==> config.mk <==
export PLATFORM = sky130hd
export DESIGN_NAME = tiff_8bit_pixel_converter
export DESIGN_NICKNAME = d
export VERILOG_FILES = /design/src/hdl/tpc_pkg.sv /design/src/hdl/tpc_front.sv /design/src/hdl/tpc_queue.sv /design/src/hdl/tpc_back.sv /design/src/hdl/tiff_8bit_pixel_converter.sv
export VERILOG_INCLUDE_DIRS = /design/src /design/src/hdl
export SDC_FILE = /design/constraint.sdc
export NUM_CORES = 1
export LEC_CHECK = 0
export ABC_AREA = 0
export BUFFER_PORTS_ARGS = -buffer_cell sky130_fd_sc_hd__buf_2
export CAP_MARGIN = 20
export CORE_UTILIZATION = 40
export CTS_CLUSTER_DIAMETER = 100
export CTS_CLUSTER_SIZE = 12
export DETAILED_ROUTE_END_ITERATION = 8
export PLACE_DENSITY = 0.57
export SLEW_MARGIN = 5
export SYNTH_ARGS = -nofsm -noshare
export SYNTH_HDL_FRONTEND = slang
export SYNTH_SLANG_ARGS = --single-unit
==> constraint.sdc <==
create_clock -name clk -period 5.18 [get_ports clk]
set_input_delay 0.259 -clock clk [delete_from_list [all_inputs] [get_ports clk]]
set_output_delay 0.259 -clock clk [all_outputs]
set_load 0.01 [all_outputs]
==> src/hdl/tiff_8bit_pixel_converter_macros.svh <==
// Assertion helpers for the converter blocks; only tpc_back uses them.
// Each expects clk and arst_n to be visible where it is used.
`ifndef TIFF_8BIT_PIXEL_CONVERTER_MACROS_SVH
`define TIFF_8BIT_PIXEL_CONVERTER_MACROS_SVH

// Property that must hold at every clock edge out of reset.
`define TPC_CHECK(lbl, expr) \
	lbl: assert property (@(posedge clk) disable iff (!arst_n) (expr)) \
		else $error("tpc check failed");

// Property that must hold in the cycle after its trigger.
`define TPC_CHECK_NEXT(lbl, ante, cons) \
	lbl: assert property (@(posedge clk) disable iff (!arst_n) (ante) |=> (cons)) \
		else $error("tpc sequence check failed");

`endif

==> src/hdl/tpc_pkg.sv <==
`timescale 1ns / 1ps

package tpc_pkg;

	localparam int OFFSET_W    = 15;
	localparam int SIZE_W      = 16;
	localparam int POS_W       = 16;
	localparam int WORD_W      = 31;
	localparam int CFG_IDX_W   = 3;
	localparam int CFG_DATA_W  = 16;

	localparam logic [OFFSET_W-1:0] OFFSET_MAX = '1;

	localparam int QUEUE_DEPTH = 2;
	localparam int QPTR_W      = $clog2(QUEUE_DEPTH);
	localparam int QCNT_W      = $clog2(QUEUE_DEPTH + 1);

	// Two quotient bits per cycle, eight bits per colour.
	localparam int DIV_STEPS   = 4;
	localparam int STEP_W      = $clog2(DIV_STEPS);

	// Configuration register indexes
	localparam logic [CFG_IDX_W-1:0] CFG_PHOTO_MODE    = 3'd0;
	localparam logic [CFG_IDX_W-1:0] CFG_ALPHA_PRESENT = 3'd1;
	localparam logic [CFG_IDX_W-1:0] CFG_ORIGIN_X      = 3'd2;
	localparam logic [CFG_IDX_W-1:0] CFG_ORIGIN_Y      = 3'd3;
	localparam logic [CFG_IDX_W-1:0] CFG_WINDOW_WIDTH  = 3'd4;
	localparam logic [CFG_IDX_W-1:0] CFG_WINDOW_HEIGHT = 3'd5;

	typedef enum logic [1:0] {
		PM_PALETTE  = 2'd0,
		PM_RGB      = 2'd1,
		PM_MINWHITE = 2'd2,
		PM_MINBLACK = 2'd3
	} photo_mode_t;

	typedef enum logic [1:0] {
		OP_PASS,
		OP_INVERT,
		OP_RGB,
		OP_RGBA
	} pix_op_t;

	typedef enum logic [1:0] {
		BK_IDLE,
		BK_DIV,
		BK_DONE
	} back_state_t;

	typedef struct packed {
		logic [7:0] sample_a;
		logic [7:0] sample_b;
		logic [7:0] sample_c;
		logic [7:0] sample_d;
	} pix_in_t;

	typedef struct packed {
		logic [POS_W-1:0]  pos_x;
		logic [POS_W-1:0]  pos_y;
		logic [WORD_W-1:0] pixel_word;
		logic              last_pixel;
	} pix_out_t;

	typedef struct packed {
		photo_mode_t         photo_mode;
		logic                alpha_present;
		logic [OFFSET_W-1:0] origin_x;
		logic [OFFSET_W-1:0] origin_y;
		logic [SIZE_W-1:0]   window_width;
		logic [SIZE_W-1:0]   window_height;
	} cfg_t;

	typedef struct packed {
		pix_op_t          op;
		pix_in_t          pix;
		logic [POS_W-1:0] pos_x;
		logic [POS_W-1:0] pos_y;
		logic             last;
	} q_entry_t;

endpackage

==> src/hdl/tpc_front.sv <==
`timescale 1ns / 1ps

module tpc_front (
	input  logic             clk,
	input  logic             arst_n,
	input  tpc_pkg::cfg_t    cfg,
	input  logic             px_valid,
	output logic             px_ready,
	input  tpc_pkg::pix_in_t px_data,
	input  logic             q_full,
	output logic             push,
	output tpc_pkg::q_entry_t push_data
);

	logic [tpc_pkg::OFFSET_W-1:0] col_q;
	logic [tpc_pkg::OFFSET_W-1:0] row_q;
	logic                         drop;
	tpc_pkg::pix_op_t             op;
	logic                         row_end;
	logic                         col_end;
	logic                         win_end;
	logic                         accept;

	// Classify by photometric mode; grey with alpha gives nothing.
	always_comb begin
		drop = 1'b0;
		op   = tpc_pkg::OP_PASS;
		case (cfg.photo_mode)
			tpc_pkg::PM_PALETTE: begin
				op = tpc_pkg::OP_PASS;
			end
			tpc_pkg::PM_RGB: begin
				op = cfg.alpha_present ? tpc_pkg::OP_RGBA : tpc_pkg::OP_RGB;
			end
			tpc_pkg::PM_MINWHITE: begin
				op   = tpc_pkg::OP_INVERT;
				drop = cfg.alpha_present;
			end
			tpc_pkg::PM_MINBLACK: begin
				op   = tpc_pkg::OP_PASS;
				drop = cfg.alpha_present;
			end
			default: begin
				op = tpc_pkg::OP_PASS;
			end
		endcase
	end

	// Saturated offsets end a row or the window regardless of size.
	assign col_end = (col_q == tpc_pkg::OFFSET_MAX) ||
		(({1'b0, col_q} + 16'd1) >= cfg.window_width);
	assign row_end = (row_q == tpc_pkg::OFFSET_MAX) ||
		(({1'b0, row_q} + 16'd1) >= cfg.window_height);
	assign win_end = col_end && row_end;

	assign px_ready = !q_full;
	assign accept   = px_valid && px_ready;
	assign push     = accept && !drop;

	always_comb begin
		push_data.op    = op;
		push_data.pix   = px_data;
		push_data.pos_x = {1'b0, cfg.origin_x} + {1'b0, col_q};
		push_data.pos_y = {1'b0, cfg.origin_y} + {1'b0, row_q};
		push_data.last  = win_end;
	end

	// Advance the raster walk on each produced pixel.
	always_ff @(posedge clk or negedge arst_n) begin
		if (!arst_n) begin
			col_q <= '0;
			row_q <= '0;
		end else if (push) begin
			if (win_end) begin
				col_q <= '0;
				row_q <= '0;
			end else if (col_end) begin
				col_q <= '0;
				row_q <= row_q + 15'd1;
			end else begin
				col_q <= col_q + 15'd1;
			end
		end
	end

endmodule

==> src/hdl/tpc_queue.sv <==
`timescale 1ns / 1ps

module tpc_queue (
	input  logic              clk,
	input  logic              arst_n,
	input  logic              push,
	input  tpc_pkg::q_entry_t push_data,
	output logic              full,
	input  logic              pop,
	output tpc_pkg::q_entry_t head,
	output logic              head_valid
);

	tpc_pkg::q_entry_t          ent_q [tpc_pkg::QUEUE_DEPTH];
	logic [tpc_pkg::QPTR_W-1:0] wr_ptr_q;
	logic [tpc_pkg::QPTR_W-1:0] rd_ptr_q;
	logic [tpc_pkg::QCNT_W-1:0] count_q;

	localparam logic [tpc_pkg::QPTR_W-1:0] PTR_LAST = tpc_pkg::QPTR_W'(tpc_pkg::QUEUE_DEPTH - 1);
	localparam logic [tpc_pkg::QCNT_W-1:0] CNT_FULL = tpc_pkg::QCNT_W'(tpc_pkg::QUEUE_DEPTH);

	assign full       = (count_q == CNT_FULL);
	assign head_valid = (count_q != '0);
	assign head       = ent_q[rd_ptr_q];

	always_ff @(posedge clk) begin
		if (push) begin
			ent_q[wr_ptr_q] <= push_data;
		end
	end

	always_ff @(posedge clk or negedge arst_n) begin
		if (!arst_n) begin
			wr_ptr_q <= '0;
			rd_ptr_q <= '0;
			count_q  <= '0;
		end else begin
			if (push) begin
				wr_ptr_q <= (wr_ptr_q == PTR_LAST) ? '0 : wr_ptr_q + 1'b1;
			end
			if (pop) begin
				rd_ptr_q <= (rd_ptr_q == PTR_LAST) ? '0 : rd_ptr_q + 1'b1;
			end
			if (push && !pop) begin
				count_q <= count_q + 1'b1;
			end else if (pop && !push) begin
				count_q <= count_q - 1'b1;
			end
		end
	end

endmodule

==> src/hdl/tpc_back.sv <==
`timescale 1ns / 1ps
`include "tiff_8bit_pixel_converter_macros.svh"

module tpc_back (
	input  logic               clk,
	input  logic               arst_n,
	input  tpc_pkg::q_entry_t  head,
	input  logic               head_valid,
	output logic               pop,
	output logic               res_valid,
	input  logic               res_ready,
	output tpc_pkg::pix_out_t  res_data
);

	localparam int LANES = 3;
	localparam logic [tpc_pkg::STEP_W-1:0] STEP_LAST = tpc_pkg::STEP_W'(tpc_pkg::DIV_STEPS - 1);

	tpc_pkg::back_state_t       state_q;
	tpc_pkg::back_state_t       state_nx;
	logic [tpc_pkg::STEP_W-1:0] step_q;
	tpc_pkg::q_entry_t          ent_q;
	logic [7:0]                 alpha_q;
	logic [7:0]                 rem_q [LANES];
	logic [7:0]                 low_q [LANES];
	logic [7:0]                 quo_q [LANES];
	logic [7:0]                 rem_nx [LANES];
	logic [7:0]                 low_nx [LANES];
	logic [7:0]                 quo_nx [LANES];
	logic [7:0]                 head_col [LANES];
	logic [15:0]                head_num [LANES];
	logic                       needs_div;
	logic                       can_load;
	logic                       load_div;
	logic                       load_out;
	logic                       sel_div;
	logic [tpc_pkg::WORD_W-1:0] direct_word;
	logic [tpc_pkg::WORD_W-1:0] div_word;
	logic                       res_valid_q;
	tpc_pkg::pix_out_t          res_q;

	// One restoring step: returns {quotient bit, new remainder}.
	function automatic logic [8:0] div_step(input logic [7:0] r, input logic nb,
		input logic [7:0] dv);
		logic [8:0] t;
		logic [8:0] res;
		t = {r, nb};
		if (t >= {1'b0, dv}) begin
			res = {1'b1, 8'(t - {1'b0, dv})};
		end else begin
			res = {1'b0, t[7:0]};
		end
		return res;
	endfunction

	function automatic logic [6:0] alpha_byte(input logic [7:0] d);
		return 7'd127 - d[7:1];
	endfunction

	assign needs_div = (head.op == tpc_pkg::OP_RGBA) && (head.pix.sample_d != 8'd0);
	assign can_load  = !res_valid_q || res_ready;

	// Clamp colours to alpha and form colour*255 as (c << 8) - c.
	assign head_col[0] = (head.pix.sample_a > head.pix.sample_d) ? head.pix.sample_d : head.pix.sample_a;
	assign head_col[1] = (head.pix.sample_b > head.pix.sample_d) ? head.pix.sample_d : head.pix.sample_b;
	assign head_col[2] = (head.pix.sample_c > head.pix.sample_d) ? head.pix.sample_d : head.pix.sample_c;

	always_comb begin
		for (int i = 0; i < LANES; i++) begin
			head_num[i] = {head_col[i], 8'd0} - {8'd0, head_col[i]};
		end
	end

	// Two quotient bits per lane per cycle.
	always_comb begin
		logic [8:0] s1;
		logic [8:0] s2;
		for (int i = 0; i < LANES; i++) begin
			s1        = div_step(rem_q[i], low_q[i][7], alpha_q);
			s2        = div_step(s1[7:0], low_q[i][6], alpha_q);
			rem_nx[i] = s2[7:0];
			quo_nx[i] = {quo_q[i][5:0], s1[8], s2[8]};
			low_nx[i] = {low_q[i][5:0], 2'b00};
		end
	end

	always_comb begin
		direct_word = '0;
		case (head.op)
			tpc_pkg::OP_PASS: begin
				direct_word = {23'd0, head.pix.sample_a};
			end
			tpc_pkg::OP_INVERT: begin
				direct_word = {23'd0, 8'd255 - head.pix.sample_a};
			end
			tpc_pkg::OP_RGB: begin
				direct_word = {7'd0, head.pix.sample_a, head.pix.sample_b, head.pix.sample_c};
			end
			tpc_pkg::OP_RGBA: begin
				// Zero alpha: colours clamp to zero.
				direct_word = {alpha_byte(head.pix.sample_d), 24'd0};
			end
			default: begin
				direct_word = '0;
			end
		endcase
	end

	assign div_word = {alpha_byte(alpha_q), quo_q[0], quo_q[1], quo_q[2]};

	always_comb begin
		state_nx = state_q;
		case (state_q)
			tpc_pkg::BK_IDLE: begin
				if (head_valid && needs_div) begin
					state_nx = tpc_pkg::BK_DIV;
				end
			end
			tpc_pkg::BK_DIV: begin
				if (step_q == STEP_LAST) begin
					state_nx = tpc_pkg::BK_DONE;
				end
			end
			tpc_pkg::BK_DONE: begin
				if (can_load) begin
					state_nx = tpc_pkg::BK_IDLE;
				end
			end
			default: begin
				state_nx = tpc_pkg::BK_IDLE;
			end
		endcase
	end

	always_comb begin
		pop      = 1'b0;
		load_div = 1'b0;
		load_out = 1'b0;
		sel_div  = 1'b0;
		case (state_q)
			tpc_pkg::BK_IDLE: begin
				if (head_valid && needs_div) begin
					pop      = 1'b1;
					load_div = 1'b1;
				end else if (head_valid && can_load) begin
					pop      = 1'b1;
					load_out = 1'b1;
				end
			end
			tpc_pkg::BK_DONE: begin
				load_out = can_load;
				sel_div  = 1'b1;
			end
			default: begin
				load_out = 1'b0;
			end
		endcase
	end

	always_ff @(posedge clk or negedge arst_n) begin
		if (!arst_n) begin
			state_q     <= tpc_pkg::BK_IDLE;
			step_q      <= '0;
			res_valid_q <= 1'b0;
		end else begin
			state_q <= state_nx;
			if (load_div) begin
				step_q <= '0;
			end else if (state_q == tpc_pkg::BK_DIV) begin
				step_q <= step_q + 1'b1;
			end
			if (load_out) begin
				res_valid_q <= 1'b1;
			end else if (res_ready) begin
				res_valid_q <= 1'b0;
			end
		end
	end

	always_ff @(posedge clk) begin
		if (load_div) begin
			ent_q   <= head;
			alpha_q <= head.pix.sample_d;
			for (int i = 0; i < LANES; i++) begin
				rem_q[i] <= head_num[i][15:8];
				low_q[i] <= head_num[i][7:0];
				quo_q[i] <= '0;
			end
		end else if (state_q == tpc_pkg::BK_DIV) begin
			for (int i = 0; i < LANES; i++) begin
				rem_q[i] <= rem_nx[i];
				low_q[i] <= low_nx[i];
				quo_q[i] <= quo_nx[i];
			end
		end
		if (load_out) begin
			if (sel_div) begin
				res_q.pos_x      <= ent_q.pos_x;
				res_q.pos_y      <= ent_q.pos_y;
				res_q.pixel_word <= div_word;
				res_q.last_pixel <= ent_q.last;
			end else begin
				res_q.pos_x      <= head.pos_x;
				res_q.pos_y      <= head.pos_y;
				res_q.pixel_word <= direct_word;
				res_q.last_pixel <= head.last;
			end
		end
	end

	assign res_valid = res_valid_q;
	assign res_data  = res_q;

	`TPC_CHECK(a_pop_only_idle, !pop || state_q == tpc_pkg::BK_IDLE)
	`TPC_CHECK(a_no_overwrite, !(load_out && res_valid_q && !res_ready))
	`TPC_CHECK_NEXT(a_div_ends, state_q == tpc_pkg::BK_DIV && step_q == STEP_LAST, state_q == tpc_pkg::BK_DONE)
	`TPC_CHECK(a_rem_below_alpha, state_q != tpc_pkg::BK_DIV || (rem_q[0] < alpha_q && rem_q[1] < alpha_q && rem_q[2] < alpha_q))

endmodule

==> src/hdl/tiff_8bit_pixel_converter.sv <==
// 8-bit TIFF pixel converter.
// Input channel px_valid/px_ready/px_data carries one pixel (four samples) per
// transfer; output channel res_valid/res_ready/res_data carries the window
// position, the 31-bit pixel word and the last-pixel flag. Grey modes with
// alpha consume the pixel and produce nothing.
// Configuration: cfg_we/cfg_index/cfg_data write one register per cycle, and
// the user must write only while no pixel is in flight; no logic enforces it.
// Path: direct modes pass the queue entry and the result register; RGB with
// nonzero alpha also passes the divider states BK_DIV and BK_DONE.
// Throughput: one pixel per cycle for the direct modes while res_ready stays
// high; RGB with alpha holds the queue until the divider, which resolves two
// quotient bits per colour per cycle, has passed its result to the output.
// A two-entry queue separates the front (classify, place in window) from the
// back (convert), so the front keeps taking pixels while a result waits.
// When the receiver stalls, the result register holds, then the queue fills
// and px_ready drops.
// Reset clears the window walk, the queue and the result valid, and loads the
// register defaults (palette, no alpha, origin 0, 1 x 1 window).
`timescale 1ns / 1ps

module tiff_8bit_pixel_converter (
	input  logic                               clk,
	input  logic                               arst_n,
	input  logic                               cfg_we,
	input  logic [tpc_pkg::CFG_IDX_W-1:0]      cfg_index,
	input  logic [tpc_pkg::CFG_DATA_W-1:0]     cfg_data,
	input  logic                               px_valid,
	output logic                               px_ready,
	input  tpc_pkg::pix_in_t                   px_data,
	output logic                               res_valid,
	input  logic                               res_ready,
	output tpc_pkg::pix_out_t                  res_data
);

	tpc_pkg::cfg_t     cfg_q;
	logic              q_full;
	logic              push;
	tpc_pkg::q_entry_t push_data;
	tpc_pkg::q_entry_t head;
	logic              head_valid;
	logic              pop;

	// Register file: drop bits above each register's width.
	always_ff @(posedge clk or negedge arst_n) begin
		if (!arst_n) begin
			cfg_q.photo_mode    <= tpc_pkg::PM_PALETTE;
			cfg_q.alpha_present <= 1'b0;
			cfg_q.origin_x      <= '0;
			cfg_q.origin_y      <= '0;
			cfg_q.window_width  <= 16'd1;
			cfg_q.window_height <= 16'd1;
		end else if (cfg_we) begin
			case (cfg_index)
				tpc_pkg::CFG_PHOTO_MODE: begin
					cfg_q.photo_mode <= tpc_pkg::photo_mode_t'(cfg_data[1:0]);
				end
				tpc_pkg::CFG_ALPHA_PRESENT: begin
					cfg_q.alpha_present <= cfg_data[0];
				end
				tpc_pkg::CFG_ORIGIN_X: begin
					cfg_q.origin_x <= cfg_data[14:0];
				end
				tpc_pkg::CFG_ORIGIN_Y: begin
					cfg_q.origin_y <= cfg_data[14:0];
				end
				tpc_pkg::CFG_WINDOW_WIDTH: begin
					cfg_q.window_width <= cfg_data;
				end
				tpc_pkg::CFG_WINDOW_HEIGHT: begin
					cfg_q.window_height <= cfg_data;
				end
				default: begin
					// Unmapped index: ignore the write.
				end
			endcase
		end
	end

	// Front: take the pixel, classify it, attach its window position.
	tpc_front u_front (
		.clk       (clk),
		.arst_n    (arst_n),
		.cfg       (cfg_q),
		.px_valid  (px_valid),
		.px_ready  (px_ready),
		.px_data   (px_data),
		.q_full    (q_full),
		.push      (push),
		.push_data (push_data)
	);

	// Queue between front and back.
	tpc_queue u_queue (
		.clk        (clk),
		.arst_n     (arst_n),
		.push       (push),
		.push_data  (push_data),
		.full       (q_full),
		.pop        (pop),
		.head       (head),
		.head_valid (head_valid)
	);

	// Back: form the pixel word, divide for un-premultiplied alpha, hold result.
	tpc_back u_back (
		.clk        (clk),
		.arst_n     (arst_n),
		.head       (head),
		.head_valid (head_valid),
		.pop        (pop),
		.res_valid  (res_valid),
		.res_ready  (res_ready),
		.res_data   (res_data)
	);

endmodule

==> tab_implementation.tex, run 1 <==
\begin{tabular}{lr}
\hline
Metric & Value \\
\hline
\multicolumn{2}{l}{\textbf{Critical path}} \\
\quad Reg2Reg Depth & 13 \\
\quad Sort of element at the end of the critical path & flop \\
\quad Flop-to-flop setup slack & 0.35 ns \\
\quad Worst endpoint data arrival time & 5.13 ns \\
\quad Critical Path Source Type & flop \\
\quad Startpoint-to-endpoint class of the critical path & reg -> reg \\
\quad Peak fanout along the critical path & 30 \\
\quad Start of the worst register-to-register path & u\_queue.rd\_ptr\_q\$\_DFFE\_PN0P\_ \\
\quad Required time of the critical path & 5.48 ns \\
\quad End of the worst register-to-register path & u\_back.rem\_q[0][14]\$\_DFFE\_PP\_ \\
\multicolumn{2}{l}{\textbf{Synthesis}} \\
\quad Sequential share of the synthesized area & 0.522 \\
\quad Count of unique library cells instantiated by Yosys & approximately 80 \\
\quad Count of state elements after synthesis & approximately 420 \\
\quad Dominant register cell in the synthesized netlist & sky130\_fd\_sc\_hd\_\_edfxtp\_1 \\
\quad Synthesis warning total & 0 \\
\quad Fraction of synthesis flops using an asynchronous set or reset pin & 0.251 \\
\quad Post-synth EDFFs & 311 \\
\quad Mean instance size in the synthesized netlist & 11.2 sq um \\
\quad Total nets after synthesis & about 2300 \\
\quad Synthesized cell area & $\sim$23000 sq um \\
\quad Synthesized netlist cell count & between 2000 and 2500 \\
\multicolumn{2}{l}{\textbf{Power and ir drop}} \\
\quad Part of the total power dissipated in combinational logic & 0.535 \\
\quad Part of the total power dissipated in sequential elements & 0.317 \\
\quad Switching Share & 0.420 \\
\quad P per Cell Area & 728 nW/um\^{}2 \\
\quad Reported net switching power & approximately 8.0 mW \\
\quad Worst VDD drop & 317 uV \\
\quad Clock share of power & 0.148 \\
\quad Internal Dissipation & 11.0 mW \\
\quad Standby leakage power & 10.6 nW \\
\multicolumn{2}{l}{\textbf{Floorplan}} \\
\quad I/O pin count & between 100 and 150 \\
\quad Area of the core & around 56000 sq um \\
\quad Num rows & 87 \\
\quad Die Span Y & 241 um \\
\quad Effective utilization at floorplan & 0.405 \\
\quad Die outline area & 58200 sq um \\
\quad Die width & 241 um \\
\multicolumn{2}{l}{\textbf{Cells and area}} \\
\quad Layout Cells excl Fill & 3007 \\
\quad Syn-to-layout area delta & 14.4\% \\
\quad Layout Nets & $\sim$2400 \\
\quad Final design area excluding fillers & 26200 sq um \\
\quad Leading cell types in the layout, fill and taps excluded & 311 x sky130\_fd\_sc\_hd\_\_edfxtp\_1, 210 x sky130\_fd\_sc\_hd\_\_nor2\_1, 146 x sky130\_fd\_sc\_hd\_\_nand2\_1 \\
\quad Leading cell type in the layout, fill and taps excluded & sky130\_fd\_sc\_hd\_\_edfxtp\_1 \\
\quad Fraction of final layout cells sized beyond drive strength 1 & 0.160 \\
\multicolumn{2}{l}{\textbf{Routing}} \\
\quad DR iter-0 viols & $\sim$1200 \\
\quad DRC & 0 \\
\quad Via-to-Cell Ratio & 5.32 \\
\quad Number of routed nets with antenna violations & 0 \\
\quad Total routed wirelength & $\sim$60 mm \\
\quad Wire length per cell after detailed routing & 19.4 um \\
\quad Total number of vias & 16000 \\
\quad Number of search-and-repair iterations in the first detailed-routing pass & 5 \\
\multicolumn{2}{l}{\textbf{Run status}} \\
\quad Run status & finished clean \\
\multicolumn{2}{l}{\textbf{Timing}} \\
\quad Count of endpoints failing hold in the final timing report & 0 \\
\quad Setup total negative slack & 0 ns \\
\quad Worst-case hold slack & 0.0414 ns \\
\quad Transition time at the pin with the least slew margin & between 0.9 and 1 ns \\
\quad Post-route minimum period & 4.83 ns \\
\quad Worst slew margin relative to its limit & 0.365 \\
\quad Total of endpoints with negative setup slack in the final report & 0 \\
\quad Timing-limited maximum frequency & slightly above 200 MHz \\
\quad Final Skew & about 0.030 ns \\
\quad Final Cycle Share & 0.932 \\
\quad Max-slew violation count & 0 \\
\quad RSZ-0062 raised after global routing & false \\
\multicolumn{2}{l}{\textbf{Clock tree}} \\
\quad TritonCTS clock tree & built \\
\quad Htree depth & 2 \\
\quad Number of buffers created by CTS & 40 \\
\quad Clock root cell & sky130\_fd\_sc\_hd\_\_clkbuf\_16 \\
\quad Clock insertion delay at the later pin of the skew report & a little under 0.6 ns \\
\quad \# clock sinks & 415 \\
\quad CTS Buffer Depth & 3 \\
\quad Clock Pin Slew Worst Setup and Hold Paths & 0.07 ns \\
\multicolumn{2}{l}{\textbf{Global routing}} \\
\quad Number of antenna violations at the first check in global routing & 2 \\
\quad Final global-route overflow total & 0 \\
\quad Number of global-route vias before repair & around 16000 \\
\quad GRT Total Usage & 0.204 \\
\quad Pin count of the biggest net entering global routing & 65 \\
\quad First-pass GRT wire length & 90.6 mm \\
\multicolumn{2}{l}{\textbf{Hold path}} \\
\quad Worst Hold Path EP & cfg\_q[21]\$\_DFFE\_PN0P\_ \\
\quad Worst hold stages & 3 \\
\quad Min-Delay Startpoint & cfg\_data[5] \\
\quad Type of the worst min-delay path & in -> reg \\
\multicolumn{2}{l}{\textbf{Placement}} \\
\quad Weighted congestion reported at the end of routability-driven placement & 0.915 \\
\quad Post-Place Cell Area & $\sim$24000 sq um \\
\quad HPWL after DPL & 42.3 mm \\
\quad Number of port buffers & 121 \\
\quad Post-Place Cells & 2890 \\
\multicolumn{2}{l}{\textbf{Run}} \\
\quad Max-Cap Viols & 0 \\
\hline
\end{tabular}
-- cells in the mapped netlist (all sizes together), types with 3 or more instances --
cell | n | area [sq um]
or3 | 11 | 73.8
o21a | 19 | 143
o211ai | 8 | 60.1
nand2 | 148 | 558
mux2 | 109 | 1230
or2 | 8 | 50.1
dfrtp | 102 | 2550
a22o | 6 | 52.6
fa | 8 | 160
nand4 | 20 | 125
edfxtp | 311 | 9340
and4 | 4 | 35.0
and3 | 13 | 81.3
ha | 144 | 1800
nand2b | 25 | 156
a21o | 30 | 225
o31ai | 25 | 193
nor2 | 215 | 817
a31oi | 14 | 87.6
o21ai | 130 | 658
buf | 32 | 201
or4 | 4 | 33.8
a21oi | 109 | 549
inv | 110 | 413
o32ai | 4 | 61.3
clkbuf | 39 | 146
xor2 | 32 | 280
nor3 | 33 | 186
mux2i | 58 | 593
xnor2 | 68 | 596
a211o | 4 | 35.0
and2 | 30 | 188
o31a | 6 | 52.6
nor3b | 3 | 27.5
a211oi | 23 | 185
o21bai | 13 | 97.6
nand3 | 57 | 290
o41ai | 3 | 26.3
a311oi | 3 | 26.3
a221oi | 5 | 43.8
nor2b | 22 | 138
o22ai | 10 | 62.6
-- flip-flops by register name, summed over array words and instances (netlist names), 15 cells and up --
| name | count |
|---|---|
| u_queue.ent_q | 134 |
| cfg_q | 65 |
| u_back.res_data | 64 |
| u_back.ent_q | 33 |
| u_back.low_q | 24 |
| u_back.quo_q | 24 |
| u_back.rem_q | 24 |
| u_front.col_q | 15 |
| u_front.row_q | 15 |
-- what timing repair did --
action / CTS / global route
setup buffers: 0 / 0
hold endpoints to repair: 140 / 0
endpoints found under the setup margin: 0 / 4
resized for setup: 0 / 2
hold buffers: 47 / 0
-- how the worst max path moves through the flow --
stage	start	to	slack, ns	depth (start not counted)
detailed placement	u_queue.rd_ptr_q$_DFFE_PN0P_	u_back.rem_q[0][22]$_DFFE_PP_	0.29	15
global placement	u_queue.rd_ptr_q$_DFFE_PN0P_	u_back.rem_q[0][22]$_DFFE_PP_	0.35	15
global route	u_back.alpha_q[1]$_DFFE_PP_	u_back.rem_q[0][17]$_DFFE_PP_	0.01	19
finish	u_queue.rd_ptr_q$_DFFE_PN0P_	u_back.rem_q[0][14]$_DFFE_PP_	0.35	13
floorplan	u_back.alpha_q[1]$_DFFE_PP_	u_back.rem_q[0][8]$_DFFE_PP_	0.60	18
CTS	u_queue.rd_ptr_q$_DFFE_PN0P_	u_back.rem_q[0][22]$_DFFE_PP_	0.28	15
-- logic make-up after synthesis --
logic type / Yosys count / share of synthesized area
multiplexers: 167 / 0.0795
XOR/XNOR: 100 / 0.0383
flip-flops: 415 / 0.522
AND/OR/NAND/NOR: 603 / 0.124
buffers and inverters: 182 / 0.0334
adder cells (fa/ha/maj): 152 / 0.0857
AO/OA/AOI/OAI: 425 / 0.117
-- critical path, cell delays in order, from the launching register on --
cell and delay, ns:
sky130_fd_sc_hd__dfrtp_4 0.71, sky130_fd_sc_hd__mux2i_1 0.70, sky130_fd_sc_hd__ha_1 0.36, sky130_fd_sc_hd__nand3_1 0.10
sky130_fd_sc_hd__nor3_1 0.06, sky130_fd_sc_hd__a21oi_1 0.48, sky130_fd_sc_hd__nand2_2 0.34, sky130_fd_sc_hd__o21ai_1 0.45
sky130_fd_sc_hd__ha_1 0.33, sky130_fd_sc_hd__nor4b_1 0.26, sky130_fd_sc_hd__mux2i_1 0.20, sky130_fd_sc_hd__nand3_1 0.14
sky130_fd_sc_hd__xor2_1 0.25, sky130_fd_sc_hd__a22oi_1 0.13
-- layer usage --
layer,global-route usage,part of all wire
met5,0,0.00046
met3,0.0350,0.043
met1,0.264,0.44
met2,0.340,0.48
met4,0.0784,0.039
-- layout make-up --
cell class | instances | area, sq um
Clock buffer | 64 | 1090
Clock inverter | 4 | 100
Sequential cell | 415 | 11900
Multi-Input combinational cell | 1447 | 10200
Timing Repair Buffer | 209 | 1440
Antenna cell | 1 | 2.50
Tap cell | 756 | 946
Fill cell | 5126 | 30300
Inverter | 111 | 417
-- power groups by stage --
stage | logic [mW] | clock network [mW] | registers [mW]
final | 10.2 | 2.82 | 6.03
after global routing | 11.4 | 3.02 | 6.16
after CTS | 10.2 | 2.91 | 6.04
after detailed placement | 10.1 | 0 | 6.10
after global placement | 9.98 | 0 | 6.07
after floorplan | 7.33 | 0 | 6.04
-- per-stage QoR --
| stage | worst slack, ns | util | power [mW] |
|---|---|---|---|
| after CTS | 0.277 | 0.463 | 19.1 |
| after global routing | 0.0130 | 0.463 | 20.5 |
| after floorplan | 0.597 | - | 13.4 |
| after global placement | 0.351 | 0.434 | 16.1 |
| final | 0.352 | 0.464 | 19.1 |
| after detailed placement | 0.288 | 0.434 | 16.2 |
Power figures use the tool's default switching activity.
==> run 2: changes to the inputs <==
--- a/config.mk
+++ b/config.mk
@@ -13,6 +13,7 @@
 export CTS_CLUSTER_DIAMETER = 100
 export CTS_CLUSTER_SIZE = 12
 export DETAILED_ROUTE_END_ITERATION = 8
+export GPL_TIMING_DRIVEN = 0
 export PLACE_DENSITY = 0.57
 export SLEW_MARGIN = 5
 export SYNTH_ARGS = -nofsm -noshare
==> run 2 against run 1 <==
- non-clock buffer count is 41 higher
- total power up 2.5%
- critical path depth is 7 higher
- combinational power is 5% higher
- critical endpoint is now u_back.rem_q[0][12]$_DFFE_PP_
- setup slack worse by 0.076 ns
- largest power group unchanged
- fmax is 1.5% lower
- clock power barely moved
- global-route usage is 1.3 points higher
- sequential share of layout area down 0.53 points
==> tab_implementation.tex, run 2 (synthesized netlist as in run 1, its figures left out) <==
\begin{tabular}{lr}
\hline
Metric & Value \\
\hline
\multicolumn{2}{l}{\textbf{Run status}} \\
\quad Run status & finished clean (unchanged) \\
\multicolumn{2}{l}{\textbf{Hold path}} \\
\quad Type of the worst min-delay path & in -> reg (unchanged) \\
\multicolumn{2}{l}{\textbf{Critical path}} \\
\quad Startpoint-to-endpoint class of the critical path & reg -> reg (unchanged) \\
\quad Required time of the critical path & 5.48 ns (about the same) \\
\quad Worst endpoint data arrival time & 5.20 ns (was 5.13 ns) \\
\quad Sort of element at the end of the critical path & flop (unchanged) \\
\quad Critical Path Source Type & flop (unchanged) \\
\quad Peak fanout along the critical path & 10 (was 30) \\
\multicolumn{2}{l}{\textbf{Cells and area}} \\
\quad Post-layout utilization of the core & 0.469 (was 0.464) \\
\quad Biggest register & u\_queue.ent\_q (unchanged) \\
\quad Combined flip-flop and latch cell area & 11900 sq um (about the same) \\
\quad Layout Nets & 2473 (was 2432) \\
\quad Flip-flop count of the largest register after layout & 134 (unchanged) \\
\quad Fraction of final layout cells sized beyond drive strength 1 & 0.163 (was 0.160) \\
\quad Fillers & 5180 (was 5126) \\
\quad Area occupied by multi-input gates & 10300 sq um (was 10200 sq um) \\
\quad Leading cell type in the layout, fill and taps excluded & sky130\_fd\_sc\_hd\_\_edfxtp\_1 (unchanged) \\
\quad Syn-to-layout area delta & 15.7\% (was 14.4\%) \\
\quad Layout Cells excl Fill & 3054 (was 3007) \\
\quad Leading cell types in the layout, fill and taps excluded & 311 x sky130\_fd\_sc\_hd\_\_edfxtp\_1, 211 x sky130\_fd\_sc\_hd\_\_nor2\_1, 146 x sky130\_fd\_sc\_hd\_\_nand2\_1 (was 311 x sky130\_fd\_sc\_hd\_\_edfxtp\_1, 210 x sky130\_fd\_sc\_hd\_\_nor2\_1, 146 x sky130\_fd\_sc\_hd\_\_nand2\_1) \\
\multicolumn{2}{l}{\textbf{Placement}} \\
\quad Weighted congestion reported at the end of routability-driven placement & 0.917 (was 0.915) \\
\quad Number of port buffers & 120 (was 121) \\
\quad Post-Place Cells & 2930 (was 2890) \\
\quad HPWL after DPL & 46.2 mm (was 42.3 mm) \\
\multicolumn{2}{l}{\textbf{Clock tree}} \\
\quad Number of buffers created by CTS & 40 (unchanged) \\
\quad Htree depth & 2 (unchanged) \\
\quad TritonCTS clock tree & built (unchanged) \\
\quad CTS Buffer Depth & 3 (unchanged) \\
\quad Clock root cell & sky130\_fd\_sc\_hd\_\_clkbuf\_16 (unchanged) \\
\quad \# clock sinks & 415 (unchanged) \\
\quad Clock insertion delay at the later pin of the skew report & 0.59 ns (about the same) \\
\quad Clock Pin Slew Worst Setup and Hold Paths & 0.06 ns (was 0.07 ns) \\
\multicolumn{2}{l}{\textbf{Timing}} \\
\quad Timing-limited maximum frequency & 204 MHz (was 207 MHz) \\
\quad Total of endpoints with negative setup slack in the final report & 0 (unchanged) \\
\quad RSZ-0062 raised after global routing & false (unchanged) \\
\quad Worst-case hold slack & 0.0290 ns (was 0.0414 ns) \\
\quad Post-route minimum period & 4.90 ns (was 4.83 ns) \\
\quad Final Skew & 0.0289 ns (was 0.0303 ns) \\
\quad Final Cycle Share & 0.947 (was 0.932) \\
\quad Count of endpoints failing hold in the final timing report & 0 (unchanged) \\
\quad Worst slew margin relative to its limit & 0.256 (was 0.365) \\
\quad Transition time at the pin with the least slew margin & 1.09 ns (was 0.953 ns) \\
\quad Max-slew violation count & 0 (unchanged) \\
\multicolumn{2}{l}{\textbf{Power and ir drop}} \\
\quad P per Cell Area & 737 nW/um\^{}2 (was 728 nW/um\^{}2) \\
\quad Standby leakage power & 10.6 nW (about the same) \\
\quad Worst VDD drop & 304 uV (was 317 uV) \\
\multicolumn{2}{l}{\textbf{Routing}} \\
\quad Wire length per cell after detailed routing & 20.3 um (was 19.4 um) \\
\quad DR iter-0 viols & 1111 (was 1166) \\
\quad Total number of vias & 16400 (was 16000) \\
\quad DRC & 0 (unchanged) \\
\quad Number of routed nets with antenna violations & 0 (unchanged) \\
\quad Number of search-and-repair iterations in the first detailed-routing pass & 5 (unchanged) \\
\quad Total routed wirelength & 62.1 mm (was 58.3 mm) \\
\quad Via-to-Cell Ratio & 5.37 (was 5.32) \\
\multicolumn{2}{l}{\textbf{Floorplan}} \\
\quad Num rows & 87 (unchanged) \\
\quad Die outline area & 58200 sq um (unchanged) \\
\quad I/O pin count & 122 (unchanged) \\
\quad Area of the core & 56500 sq um (unchanged) \\
\quad Die width & 241 um (unchanged) \\
\quad Die Span Y & 241 um (unchanged) \\
\quad Effective utilization at floorplan & 0.405 (unchanged) \\
\multicolumn{2}{l}{\textbf{Global routing}} \\
\quad Number of global-route vias before repair & 16400 (was 15900) \\
\quad Pin count of the biggest net entering global routing & 96 (was 65) \\
\quad Final global-route overflow total & 0 (unchanged) \\
\quad First-pass GRT wire length & 95.2 mm (was 90.6 mm) \\
\quad Number of antenna violations at the first check in global routing & 5 (was 2) \\
\quad GRT Total Usage & 0.217 (was 0.204) \\
\multicolumn{2}{l}{\textbf{Run}} \\
\quad Max-Cap Viols & 0 (unchanged) \\
\hline
\end{tabular}
## run 2: cell types whose count changed in the layout (fill, tap and decap cells not counted), moves of 4 or more
| cell | before | now |
|---|---|---|
| sky130_fd_sc_hd__buf_1 | 0 | 4 |
| sky130_fd_sc_hd__buf_2 | 120 | 135 |
| sky130_fd_sc_hd__buf_4 | 38 | 8 |
| sky130_fd_sc_hd__buf_6 | 0 | 9 |
| sky130_fd_sc_hd__clkbuf_1 | 24 | 69 |
| sky130_fd_sc_hd__clkbuf_4 | 0 | 4 |
| sky130_fd_sc_hd__dlygate4sd3_1 | 47 | 43 |
| sky130_fd_sc_hd__mux2i_1 | 56 | 46 |
| sky130_fd_sc_hd__mux2i_2 | 1 | 8 |
## run 2: what timing repair did
item | 4_1_cts | 5_1_grt
buffers inserted | 4 | 2
cloned | 0 | 0
endpoints found under the hold margin | 178 | 0
gates resized for setup | 9 | 23
pin swaps | 0 | 1
endpoints found under the setup margin | 16 | 17
hold buffers | 43 | 0
## run 2: final cells by class
cell class              instances  area share
clock buffers                  70      0.0420
diodes                          1   0.0000945
inverters                     111      0.0160
flip-flops and latches        415       0.451
clock inverters                 4     0.00402
plain buffers                  71      0.0137
multi-input cells            1447       0.389
repair buffers                179      0.0482
well taps                     756      0.0357
## run 2: path summary, 6_finish.rpt
| check | startpoint | end | slack [ns] | cells after the start |
|---|---|---|---|---|
| min | cfg_data[4] | cfg_q[20]$_DFFE_PN0P_ | 0.03 | 3 |
| min in group asynchronous | arst_n | cfg_q[58]$_DFFE_PN0P_ | 0.07 | 2 |
| max in group asynchronous | arst_n | cfg_q[0]$_DFFE_PN1P_ | 4.34 | 3 |
| max | u_queue.rd_ptr_q$_DFFE_PN0P_ | u_back.rem_q[0][12]$_DFFE_PP_ | 0.28 | 20 |
| min reg2reg | cfg_q[8]$_DFFE_PN0P_ | cfg_q[8]$_DFFE_PN0P_ | 0.51 | 1 |
| max reg2reg | u_queue.rd_ptr_q$_DFFE_PN0P_ | u_back.rem_q[0][12]$_DFFE_PP_ | 0.28 | 20 |
## run 2: layer usage
metal | GRT usage | up-vias | part of all wire
met1 | 0.268 | 7993 | 0.42
met2 | 0.381 | 401 | 0.50
met4 | 0.0878 | 4 | 0.038
met3 | 0.0303 | 124 | 0.039
li1 | - | 7889 | -
met5 | 0 | - | 0.00034
## run 2: critical path: stages, from the launching register on
cell and delay [ns]:
sky130_fd_sc_hd__dfrtp_1 0.35, sky130_fd_sc_hd__buf_6 0.16, sky130_fd_sc_hd__buf_6 0.18, sky130_fd_sc_hd__buf_6 0.21
sky130_fd_sc_hd__buf_6 0.21, sky130_fd_sc_hd__buf_6 0.22, sky130_fd_sc_hd__mux2_2 0.47, sky130_fd_sc_hd__inv_1 0.18
sky130_fd_sc_hd__ha_1 0.28, sky130_fd_sc_hd__nand3_1 0.14, sky130_fd_sc_hd__nor3_1 0.09, sky130_fd_sc_hd__a21oi_2 0.30
sky130_fd_sc_hd__nand2_2 0.23, sky130_fd_sc_hd__o21ai_2 0.29, sky130_fd_sc_hd__ha_1 0.30, sky130_fd_sc_hd__nor4b_1 0.27
sky130_fd_sc_hd__mux2i_1 0.15, sky130_fd_sc_hd__buf_4 0.17, sky130_fd_sc_hd__and4_1 0.17, sky130_fd_sc_hd__nor3_1 0.17
sky130_fd_sc_hd__a21oi_1 0.05
## run 2: where the power goes
group / switching (mW) / internal (mW)
Combinational: 6.47 / 4.27
Clock: 1.31 / 1.53
Sequential: 0.522 / 5.43
Total: 8.30 / 11.2
## run 2: stage by stage
| stage | area [sq um] | setup WS [ns] | total power [mW] | setup TNS, ns |
|---|---|---|---|---|
| floorplan | 22900 | 0.597 | 13.4 | 0 |
| global placement | 24400 | -1.49 | 16.1 | -236.58 |
| detailed placement | 24700 | -0.343 | 16.4 | -2.10 |
| CTS | 26400 | 0.00550 | 19.4 | 0 |
| global route | 26500 | 0.0218 | 21.0 | 0 |
| finish | 26500 | 0.276 | 19.5 | 0 |
